===== src/hdl/assert_macros.svh =====
// assertion macros for the rotary knob decoder, used by the rkd_decode module
`ifndef ASSERT_MACROS_SVH
`define ASSERT_MACROS_SVH

`ifndef SYNTHESIS

// same-cycle implication, disabled while reset is asserted
`define RKD_ASSERT_IMP(label, clk, rst_n, ante, cons) \
    label: assert property (@(posedge clk) disable iff (!rst_n) (ante) |-> (cons)) \
        else $error("rkd assertion failed");

// next-cycle implication, disabled while reset is asserted
`define RKD_ASSERT_NEXT(label, clk, rst_n, ante, cons) \
    label: assert property (@(posedge clk) disable iff (!rst_n) (ante) |=> (cons)) \
        else $error("rkd assertion failed");

`else

`define RKD_ASSERT_IMP(label, clk, rst_n, ante, cons)
`define RKD_ASSERT_NEXT(label, clk, rst_n, ante, cons)

`endif

`endif


===== src/hdl/rkd_pkg.sv =====
// shared types and constants for the rotary knob decoder
`timescale 1ns / 1ps

package rkd_pkg;

    // width of the adjusted value and its modular arithmetic
    localparam int VALUE_WIDTH = 16;
    localparam int CFG_WIDTH   = 16;
    localparam int APB_AW      = 4;
    localparam int APB_DW      = 32;

    // motion codes that mark a complete detent
    localparam logic [7:0] MOTION_UP   = 8'h24;
    localparam logic [7:0] MOTION_DOWN = 8'h42;

    // the press threshold saturates here so the counter never wraps
    localparam logic [CFG_WIDTH-1:0] THR_MAX = 16'hFFFE;

    // register indexes on the configuration port
    localparam logic [1:0] REG_STEP  = 2'd0;
    localparam logic [1:0] REG_UPPER = 2'd1;
    localparam logic [1:0] REG_LOWER = 2'd2;
    localparam logic [1:0] REG_LONG  = 2'd3;

    // reset values of the registers
    localparam logic [CFG_WIDTH-1:0] RST_STEP  = 16'd1;
    localparam logic [CFG_WIDTH-1:0] RST_UPPER = 16'hFFFF;
    localparam logic [CFG_WIDTH-1:0] RST_LOWER = 16'd0;
    localparam logic [CFG_WIDTH-1:0] RST_LONG  = 16'd1024;

    typedef enum logic [2:0] {
        EV_NONE  = 3'd0,
        EV_UP    = 3'd1,
        EV_DOWN  = 3'd2,
        EV_SHORT = 3'd3,
        EV_LONG  = 3'd4
    } rkd_event_t;

    typedef struct packed {
        logic [CFG_WIDTH-1:0] step_size;
        logic [CFG_WIDTH-1:0] upper_limit;
        logic [CFG_WIDTH-1:0] lower_limit;
        logic [CFG_WIDTH-1:0] long_press_ticks;
    } rkd_cfg_t;

endpackage


===== src/hdl/rkd_cfg_regs.sv =====
// configuration register file behind the apb port
`timescale 1ns / 1ps

module rkd_cfg_regs
(
    input  logic                        clk,
    input  logic                        rst_n,
    input  logic                        psel,
    input  logic                        penable,
    input  logic                        pwrite,
    input  logic [rkd_pkg::APB_AW-1:0]  paddr,
    input  logic [rkd_pkg::APB_DW-1:0]  pwdata,
    output logic [rkd_pkg::APB_DW-1:0]  prdata,
    output logic                        pready,
    output rkd_pkg::rkd_cfg_t           cfg
);

    rkd_pkg::rkd_cfg_t cfg_reg;
    logic              wr_en;
    logic [1:0]        reg_idx;

    assign pready  = 1'b1;
    assign wr_en   = psel && penable && pwrite && pready;
    assign reg_idx = paddr[3:2];
    assign cfg     = cfg_reg;

    // register writes on the access phase
    always_ff @(posedge clk or negedge rst_n)
    begin
        if (!rst_n)
        begin
            cfg_reg.step_size        <= rkd_pkg::RST_STEP;
            cfg_reg.upper_limit      <= rkd_pkg::RST_UPPER;
            cfg_reg.lower_limit      <= rkd_pkg::RST_LOWER;
            cfg_reg.long_press_ticks <= rkd_pkg::RST_LONG;
        end
        else if (wr_en)
        begin
            unique case (reg_idx)
                rkd_pkg::REG_STEP:  cfg_reg.step_size        <= pwdata[15:0];
                rkd_pkg::REG_UPPER: cfg_reg.upper_limit      <= pwdata[15:0];
                rkd_pkg::REG_LOWER: cfg_reg.lower_limit      <= pwdata[15:0];
                rkd_pkg::REG_LONG:  cfg_reg.long_press_ticks <= pwdata[15:0];
                default:            cfg_reg                  <= cfg_reg;
            endcase
        end
    end

    // read mux
    always_comb
    begin
        unique case (reg_idx)
            rkd_pkg::REG_STEP:  prdata = {16'd0, cfg_reg.step_size};
            rkd_pkg::REG_UPPER: prdata = {16'd0, cfg_reg.upper_limit};
            rkd_pkg::REG_LOWER: prdata = {16'd0, cfg_reg.lower_limit};
            rkd_pkg::REG_LONG:  prdata = {16'd0, cfg_reg.long_press_ticks};
            default:            prdata = '0;
        endcase
    end

endmodule


===== src/hdl/rkd_decode.sv =====
// encoder and button state tracking with per-tick event decode
`timescale 1ns / 1ps
`include "assert_macros.svh"

module rkd_decode
(
    input  logic                           clk,
    input  logic                           rst_n,
    input  logic                           fire,
    input  logic                           line_a,
    input  logic                           line_b,
    input  logic                           button_level,
    input  logic [rkd_pkg::CFG_WIDTH-1:0]  long_press_ticks,
    output rkd_pkg::rkd_event_t            event_code
);

    logic                          released_reg, released_next;
    logic [rkd_pkg::CFG_WIDTH-1:0] press_cnt_reg, press_cnt_next;
    logic [7:0]                    motion_reg, motion_next;
    logic                          saved_a_reg, saved_a_next;
    logic                          saved_b_reg, saved_b_next;
    logic                          moving_reg, moving_next;
    logic [rkd_pkg::CFG_WIDTH-1:0] thr;
    logic                          long_ev;
    logic                          short_ev;
    rkd_pkg::rkd_event_t           detent_ev;
    logic                          cancel;

    // saturated press threshold
    assign thr = (long_press_ticks > rkd_pkg::THR_MAX) ? rkd_pkg::THR_MAX : long_press_ticks;

    // button press counter
    always_comb
    begin
        released_next  = released_reg;
        press_cnt_next = press_cnt_reg;
        long_ev        = 1'b0;
        short_ev       = 1'b0;
        if (!button_level)
        begin
            released_next = 1'b0;
            if (press_cnt_reg < thr)
            begin
                press_cnt_next = press_cnt_reg + 16'd1;
            end
            else if (press_cnt_reg == thr)
            begin
                press_cnt_next = press_cnt_reg + 16'd1;
                long_ev        = 1'b1;
            end
        end
        else
        begin
            short_ev       = !released_reg && (press_cnt_reg < thr);
            press_cnt_next = '0;
            released_next  = 1'b1;
        end
    end

    // quadrature motion tracking
    always_comb
    begin
        motion_next  = motion_reg;
        saved_a_next = saved_a_reg;
        saved_b_next = saved_b_reg;
        moving_next  = moving_reg;
        detent_ev    = rkd_pkg::EV_NONE;
        cancel       = 1'b0;
        if (line_a && line_b)
        begin
            if (moving_reg)
            begin
                moving_next = 1'b0;
                cancel      = 1'b1;
                if (motion_reg == rkd_pkg::MOTION_DOWN)
                begin
                    detent_ev = rkd_pkg::EV_DOWN;
                end
                else if (motion_reg == rkd_pkg::MOTION_UP)
                begin
                    detent_ev = rkd_pkg::EV_UP;
                end
            end
            motion_next  = '0;
            saved_a_next = 1'b1;
            saved_b_next = 1'b1;
        end
        else
        begin
            moving_next = 1'b1;
            if ((line_a != saved_a_reg) || (line_b != saved_b_reg))
            begin
                saved_a_next = line_a;
                saved_b_next = line_b;
                // two shifts of a and b; the code stays even so no carry
                motion_next  = {motion_reg[5:1], line_a, line_b, 1'b0};
            end
        end
    end

    // event priority: short, then long, else detent; a return to rest after motion cancels both button events
    always_comb
    begin
        priority if (short_ev && !cancel)
        begin
            event_code = rkd_pkg::EV_SHORT;
        end
        else if (long_ev && !cancel)
        begin
            event_code = rkd_pkg::EV_LONG;
        end
        else
        begin
            event_code = detent_ev;
        end
    end

    // state registers, updated once per beat
    always_ff @(posedge clk or negedge rst_n)
    begin
        if (!rst_n)
        begin
            released_reg  <= 1'b1;
            press_cnt_reg <= '0;
            motion_reg    <= '0;
            saved_a_reg   <= 1'b1;
            saved_b_reg   <= 1'b1;
            moving_reg    <= 1'b0;
        end
        else if (fire)
        begin
            released_reg  <= released_next;
            press_cnt_reg <= press_cnt_next;
            motion_reg    <= motion_next;
            saved_a_reg   <= saved_a_next;
            saved_b_reg   <= saved_b_next;
            moving_reg    <= moving_next;
        end
    end

    // consistency of the tracked state
    `RKD_ASSERT_IMP(a_released_clear, clk, rst_n, released_reg, press_cnt_reg == '0)
    `RKD_ASSERT_IMP(a_idle_code, clk, rst_n, !moving_reg, motion_reg == '0)
    `RKD_ASSERT_IMP(a_idle_lines, clk, rst_n, !moving_reg, saved_a_reg && saved_b_reg)

endmodule


===== src/hdl/rkd_adjust.sv =====
// value stepping with wrap between the limits
`timescale 1ns / 1ps

module rkd_adjust
(
    input  rkd_pkg::rkd_event_t              event_code,
    input  logic [rkd_pkg::VALUE_WIDTH-1:0]  current_value,
    input  rkd_pkg::rkd_cfg_t                cfg,
    output logic [rkd_pkg::VALUE_WIDTH-1:0]  new_value
);

    logic [rkd_pkg::VALUE_WIDTH-1:0] step;
    logic [rkd_pkg::VALUE_WIDTH-1:0] upper;
    logic [rkd_pkg::VALUE_WIDTH-1:0] lower;

    assign step  = rkd_pkg::VALUE_WIDTH'(cfg.step_size);
    assign upper = rkd_pkg::VALUE_WIDTH'(cfg.upper_limit);
    assign lower = rkd_pkg::VALUE_WIDTH'(cfg.lower_limit);

    // step up or down, wrapping to the opposite limit
    always_comb
    begin
        unique case (event_code)
            rkd_pkg::EV_UP:
            begin
                new_value = (current_value < upper) ? (current_value + step) : lower;
            end
            rkd_pkg::EV_DOWN:
            begin
                new_value = (current_value > lower) ? (current_value - step) : upper;
            end
            default:
            begin
                new_value = current_value;
            end
        endcase
    end

endmodule


===== src/hdl/rotary_knob_decoder_adjuster.sv =====
// Rotary knob decoder with button and value adjuster, top level.
// An accepted input beat passes the input register, then decode and step into
// the result register. Throughput: one beat per cycle while out_stall is low;
// the whole tick update is one pass of logic.
// Reset: rst_n clears both pipeline stages, the knob state and loads
// register defaults; no clearing pass, beats are taken right after reset.
`timescale 1ns / 1ps

module rotary_knob_decoder_adjuster
(
    input  logic                           clk,
    input  logic                           rst_n,
    input  logic                           psel,
    input  logic                           penable,
    input  logic                           pwrite,
    input  logic [rkd_pkg::APB_AW-1:0]     paddr,
    input  logic [rkd_pkg::APB_DW-1:0]     pwdata,
    output logic [rkd_pkg::APB_DW-1:0]     prdata,
    output logic                           pready,
    input  logic                           in_valid,
    output logic                           in_stall,
    input  logic                           line_a,
    input  logic                           line_b,
    input  logic                           button_level,
    input  logic [rkd_pkg::VALUE_WIDTH-1:0] current_value,
    output logic                           out_valid,
    input  logic                           out_stall,
    output logic [2:0]                     event_code,
    output logic [rkd_pkg::VALUE_WIDTH-1:0] new_value
);

    rkd_pkg::rkd_cfg_t               cfg;
    logic                            s1_valid_reg;
    logic                            s1_a_reg;
    logic                            s1_b_reg;
    logic                            s1_btn_reg;
    logic [rkd_pkg::VALUE_WIDTH-1:0] s1_value_reg;
    logic                            out_valid_reg;
    logic [2:0]                      out_event_reg;
    logic [rkd_pkg::VALUE_WIDTH-1:0] out_value_reg;
    logic                            out_free;
    logic                            s1_fire;
    logic                            in_fire;
    rkd_pkg::rkd_event_t             dec_event;
    logic [rkd_pkg::VALUE_WIDTH-1:0] adj_value;

    rkd_cfg_regs u_cfg
    (
        .clk     (clk),
        .rst_n   (rst_n),
        .psel    (psel),
        .penable (penable),
        .pwrite  (pwrite),
        .paddr   (paddr),
        .pwdata  (pwdata),
        .prdata  (prdata),
        .pready  (pready),
        .cfg     (cfg)
    );

    // pipeline flow control
    assign out_free = !out_valid_reg || !out_stall;
    assign s1_fire  = s1_valid_reg && out_free;
    assign in_stall = s1_valid_reg && !out_free;
    assign in_fire  = in_valid && !in_stall;

    // input register
    always_ff @(posedge clk or negedge rst_n)
    begin
        if (!rst_n)
        begin
            s1_valid_reg <= 1'b0;
        end
        else if (in_fire)
        begin
            s1_valid_reg <= 1'b1;
        end
        else if (s1_fire)
        begin
            s1_valid_reg <= 1'b0;
        end
    end

    always_ff @(posedge clk)
    begin
        if (in_fire)
        begin
            s1_a_reg     <= line_a;
            s1_b_reg     <= line_b;
            s1_btn_reg   <= button_level;
            s1_value_reg <= current_value;
        end
    end

    rkd_decode u_decode
    (
        .clk              (clk),
        .rst_n            (rst_n),
        .fire             (s1_fire),
        .line_a           (s1_a_reg),
        .line_b           (s1_b_reg),
        .button_level     (s1_btn_reg),
        .long_press_ticks (cfg.long_press_ticks),
        .event_code       (dec_event)
    );

    rkd_adjust u_adjust
    (
        .event_code    (dec_event),
        .current_value (s1_value_reg),
        .cfg           (cfg),
        .new_value     (adj_value)
    );

    // result register
    always_ff @(posedge clk or negedge rst_n)
    begin
        if (!rst_n)
        begin
            out_valid_reg <= 1'b0;
        end
        else if (out_free)
        begin
            out_valid_reg <= s1_valid_reg;
        end
    end

    always_ff @(posedge clk)
    begin
        if (s1_fire)
        begin
            out_event_reg <= dec_event;
            out_value_reg <= adj_value;
        end
    end

    assign out_valid  = out_valid_reg;
    assign event_code = out_event_reg;
    assign new_value  = out_value_reg;

endmodule


===== config.mk =====
export PLATFORM = sky130hd
export DESIGN_NAME = rotary_knob_decoder_adjuster
export DESIGN_NICKNAME = d
export VERILOG_FILES = /design/src/hdl/rkd_pkg.sv /design/src/hdl/rkd_cfg_regs.sv /design/src/hdl/rkd_decode.sv /design/src/hdl/rkd_adjust.sv /design/src/hdl/rotary_knob_decoder_adjuster.sv
export VERILOG_INCLUDE_DIRS = /design/src /design/src/hdl
export SDC_FILE = /design/constraint.sdc
export NUM_CORES = 1
export LEC_CHECK = 0
export BUFFER_PORTS_ARGS = -buffer_cell sky130_fd_sc_hd__buf_2
export CAP_MARGIN = 10
export CORE_MARGIN = 4
export CORE_UTILIZATION = 45
export CTS_CLUSTER_DIAMETER = 100
export DETAILED_ROUTE_END_ITERATION = 10
export HOLD_SLACK_MARGIN = 0.1
export SLEW_MARGIN = 0
export SYNTH_ARGS = -nofsm -noshare
export SYNTH_HDL_FRONTEND = slang
export SYNTH_SLANG_ARGS = --single-unit

===== constraint.sdc =====
create_clock -name clk -period 5.15 [get_ports clk]
set_clock_uncertainty 0.1 [all_clocks]
set_input_delay 1.03 -clock clk [delete_from_list [all_inputs] [get_ports clk]]
set_output_delay 1.03 -clock clk [all_outputs]
set_load 0.005 [all_outputs]

* Yosys cells after proc, flatten, opt, wreduce, memory -nomap -nowiden
Cells that the tools add are included.
Widths: inputs -> output; s select.
** Word-level totals
- Bits in registers :: 132
- Bits of input ports :: 62
- Output and inout port bits :: 54
- Logic and storage cells :: 92
** Operators by class
- $add $sub $neg :: 3
- Magnitude comparators :: 4
- Equality and inequality tests :: 10
- Mux-type cells :: 30
- Reductions and logical operators :: 27
** Operators by type and width (count)
- $pmux 32 s4 :: 1
- $mux 16 :: 6
- $lt 16x16->1 :: 2
- $pmux 16 s2 :: 1
- $add 16x1->16 const B :: 1
- $add 16x16->16 :: 1
- $eq 16x16->1 :: 1
- $gt 16x16->1 :: 1
- $gt 16x16->1 const B :: 1
- $mux 8 :: 2
- $sub 16x16->16 :: 1
- $mux 1 :: 15
- $mux 3 :: 5
- $reduce_and 2->1 :: 6
- $logic_and 1x1->1 :: 9
- $eq 8x6->1 const B :: 1
- $eq 8x7->1 const B :: 1
- $logic_not 1->1 :: 6
- $eq 2x2->1 const B :: 2
- $reduce_bool 2->1 :: 2
- $eq 3x1->1 const B :: 1
- $eq 3x2->1 const B :: 1
- $reduce_bool 3->1 :: 1
- $eq 2x1->1 const B :: 1
- 3 further kinds :: 5

* Depth between registers and ports, before layout
- Depth in word-level cells :: 11
- Mapped depth :: 13
- Mapped depth without buffers :: 11

* Cells and area by module
From an unflattened synthesis, not the netlist that was laid out.
** Unflattened totals
- Cells, all modules :: 826
- Area total of the unflattened synthesis :: 8977.4 µm²
** Modules (own cells, without submodules)
- rkd_cfg_regs :: instances 1, cells each 180, area an instance 3027.9 µm², sequential area each 1624.1 µm²
- rkd_adjust :: instances 1, cells each 382, area an instance 2755.1 µm², sequential area each 0.0 µm²
- rkd_decode :: instances 1, cells each 218, area an instance 1960.6 µm², sequential area each 679.4 µm²
- rotary_knob_decoder_adjuster :: instances 1, cells each 46, area an instance 1233.7 µm², sequential area each 1191.1 µm²

* Worst setup path after synthesis
No wires, ideal clock.
- Kind :: input to output
- From :: input port paddr[2] (netlist bit)
- To :: output port prdata[12] (netlist bit)
- Data arrival time :: 2345 ps
- Data required time :: 4020 ps
- Setup slack :: 1675 ps
- Stages on the path :: 3
- Path buffers :: 2
- Cells stage by stage :: buf_2 > buf_1 > mux4_2
** On the way
- Word-level cells in the longest chain between the ends :: 2
** RTL lines
- start, declared :: RTL line rotary_knob_decoder_adjuster.sv:16 : input logic [rkd_pkg::APB_AW-1:0] paddr,
- $eq 2x2->1 (tied with other cells) :: RTL line rkd_cfg_regs.sv:52 : unique case (reg_idx)
- $pmux 32 s4 * :: RTL line rkd_cfg_regs.sv:52
- end, declared :: RTL line rotary_knob_decoder_adjuster.sv:18 : output logic [rkd_pkg::APB_DW-1:0] prdata,
Mark *: on every way between the ends. The rest lies on a longest branch, timed or not. The select of a mux whose other input is x is not followed.

* Worst setup path in the final report
- From :: input port paddr[2] (netlist bit)
- To :: output port prdata[8] (netlist bit)
Same word-level chain as after synthesis.

==> metrics.md <==
| Metric | Value |
|---|---|
| Slew Limit Headroom | `34.9%` |
| Peak supply drop | `0.250 mV` |
| Ant diodes | `0` |
| Family with the most delay on the worst path | `buffers and inverters` |
| Clk Latency, worst-skew pair | `0.43 ns` |
| Tot GR Track Use | `21.4%` |
| Synth top area cells | `dfrtp_1 (21%), edfxtp_1 (13%), ha_1 (11%)` |
| Core Box Area | `18800 um^2` |
| PostCTS Resize Cnt | `0` |
| Critical path's most frequent cell | `buf_2` |
| Iteration-0 DRC Markers | `506` |
| Crit path kind | `input pin to primary output` |
| Fin Setup TNS | `0 ns` |
| Number of buffers created by CTS | `17` |
| Sequential fraction of the synthesis area | `40.4%` |
| Final slew viol count | `0` |
| Die W | `147 um` |
| Syn avg cell area | `9.95 um^2` |
| Postcts setup bufs | `0` |
| IO Port Bufs | `80` |
| Share of the synthesized area in the top cell type | `20.8%` |
| Synth cell count leaders | `inv_1 (81), nand2_1 (79), ha_1 (78)` |
| Adder-Cell Fraction of Synth Area | `11.7%` |
| Met2 Wirelength | `10.5 mm` |
| Final Setup Violations | `0` |
| Top sig layer | `met5` |
| Final hold vios | `0` |
| Main flop type after synthesis | `dfrtp_1` |
| Status | `finished clean` |
| Max reg flops | `64` |
| Simple-gate share of the synthesized area | `13.3%` |
| WP buf/inv | `2` |
| Critical path peak fanout | `20` |
| Slew at the pin closest to its max-slew limit | `0.972 ns` |
| Wire per inst | `18.8 um` |
| Layout net count | `1081` |
| Max incr delay on CP | `0.63 ns` |
| Drt first pass iters | `5` |
| First-pass GRT wire length | `36.0 mm` |
| XOR/XNOR share of the synthesized area | `2.23%` |
| Cell area after layout | `9820 um^2` |
| Reg area | `3490 um^2` |
| CTS sink cnt | `131` |
| Clk buf depth | `2` |
| Pin count of the biggest net entering global routing | `50` |
| Num ports | `116` |
| Post-synthesis mux area share | `9.09%` |
| Netlist cell types | `76` |
| Die ar. | `21500 um^2` |
| Clock-pin slew on the worst setup and hold paths | `0.06 ns` |
| Routed wire length | `22.8 mm` |
| Leakage | `4.39 nW` |
| Area Growth Syn to Fin | `13.5%` |
| Largest family of logic cells by synthesized area | `compound AO/OA/AOI/OAI gates` |
| Initial antenna violation count | `2` |
| Layout cells sized above 1 | `21.7%` |
| Max cap viols | `0` |
| Largest area contributor in the netlist | `dfrtp_1` |
| DRT antenna net count | `0` |
| Slowest library cell on the worst path | `mux4_2` |
| Via count | `6799` |
| GRT overflow | `0` |
| Met3 Routed Length | `1.49 mm` |
| Fmax | `288 MHz` |
| Final Critical Period | `3.48 ns` |
| Met1 WL | `10.4 mm` |
| Count leader, synth | `inv_1` |
| Cts hold-fix bufs | `0` |
| Asr flop ratio synth | `71.0%` |
| DP HPWL | `17.1 mm` |
| Die height | `147 um` |
| Worst min-delay path class | `register to register` |
| WP data required | `4.02 ns` |
| Number of global-route vias before repair | `6596` |
| Worst Path Arrival | `2.35 ns` |
| Remaining DRCs | `0` |
| Final period util | `67.5%` |
| H-tree depth | `4` |
| Total Power | `3.95 mW` |
| Post-synth EDFFs | `38` |
| Area occupied by multi-input gates | `4630 um^2` |
| CP Capture Type | `primary output` |
| FF+latch count, synth | `131` |
| Syn Inst Count | `870` |
| Post-synthesis compound-gate area fraction | `16.2%` |
| Worst-path cell chain | `buf_2 > mux4_2 > buf_2` |
| PwrDens | `402 nW/um^2` |
| RSZ-0062 raised after global routing | `no` |
| Starting density of the core | `46.0%` |
| Final core occ | `52.2%` |
| Vias per cell | `5.61` |
| Core Rows | `50` |
| Synth Warn # | `0` |
| Final hold slack | `0.420 ns` |
| CTS root buf | `clkbuf_16` |
| Fillers | `1723` |
| CP Launch Type | `input pin` |
| CTS tree | `done` |
| Dpl cell area | `9220 um^2` |
| Final Wtd Congestion | `0.864` |
| Area of the mapped netlist | `8660 um^2` |
-- power breakdown --
part           leakage [nW]  total, mW  internal [mW]  switching [mW]
combinational          2.61       1.25          0.544           0.701
clock                 0.296       1.24          0.751           0.493
sequential             1.49       1.46           1.27           0.185
total                  4.39       3.95           2.57            1.38
-- cells in the final DEF, fill, tap and decap left out, types with 17 or more instances in the layout --
master and instances:
o21ai_0 66, nand2_1 79, clkbuf_16 18, nand3_1 19
ha_1 78, conb_1 17, edfxtp_1 38, nand4_1 19
buf_2 79, dfrtp_1 72, mux2_2 37, nor2_1 43
inv_1 81, dfstp_2 21, a21oi_1 53
-- per-layer routing --
| metal | up-vias | global-route usage [%] |
|---|---|---|
| met1 | 3267 | 29.8 |
| met5 | - | 0 |
| met3 | 34 | 4.90 |
| met2 | 228 | 33.9 |
| li1 | 3266 | - |
| met4 | 4 | 5.64 |
-- cells by family after synthesis --
| group | after synthesis |
|---|---|
| and+or+nand+nor | 231 |
| AOI/OAI and AO/OA | 215 |
| buffers and inverters | 135 |
| DFF | 131 |
| adders and majority gates | 80 |
| muxes | 54 |
| xor gates and xnor gates | 22 |
| other | 2 |
-- per-stage QoR --
stage                     instances  setup WS [ns]
after global routing           1212           1.47
after detailed placement       1180           1.66
final                          1212           1.67
after floorplan                 885           1.68
after global placement         1180           1.64
after CTS                      1212           1.66
-- worst paths after layout --
check,start,end,slack [ns],depth (start not counted)
setup / recovery,paddr[2],prdata[8],1.67,3
hold / removal,s1_valid_reg,out_valid,0.42,1
setup reg to reg,u_cfg.cfg[31],new_value[14],1.73,10
hold reg to reg,s1_valid_reg,out_valid,0.42,1
max in group asynchronous,rst_n,u_cfg.cfg[58],3.40,2
min in group asynchronous,rst_n,u_decode.press_cnt_reg[6],0.50,1
-- final cells by class --
class,count,share of cell area (%)
Clock inverter,12,1.49
Clock buffer,20,4.66
Timing Repair Buffer,89,4.79
Multi-Input combinational cell,619,47.1
Inverter,81,3.09
Tap cell,260,3.31
Sequential cell,131,35.6
-- worst register-to-register path, stage by stage (launching register included) --
cell and delay, ns:
dfrtp_1 0.43, inv_1 0.10, ha_1 0.31, nand4_1 0.21
nor4_1 0.48, a21boi_0 0.23, o31a_2 0.46, buf_4 0.25
nand3_1 0.21, o221a_2 0.38, o21ai_1 0.12
Power figures use the tool's default switching activity.
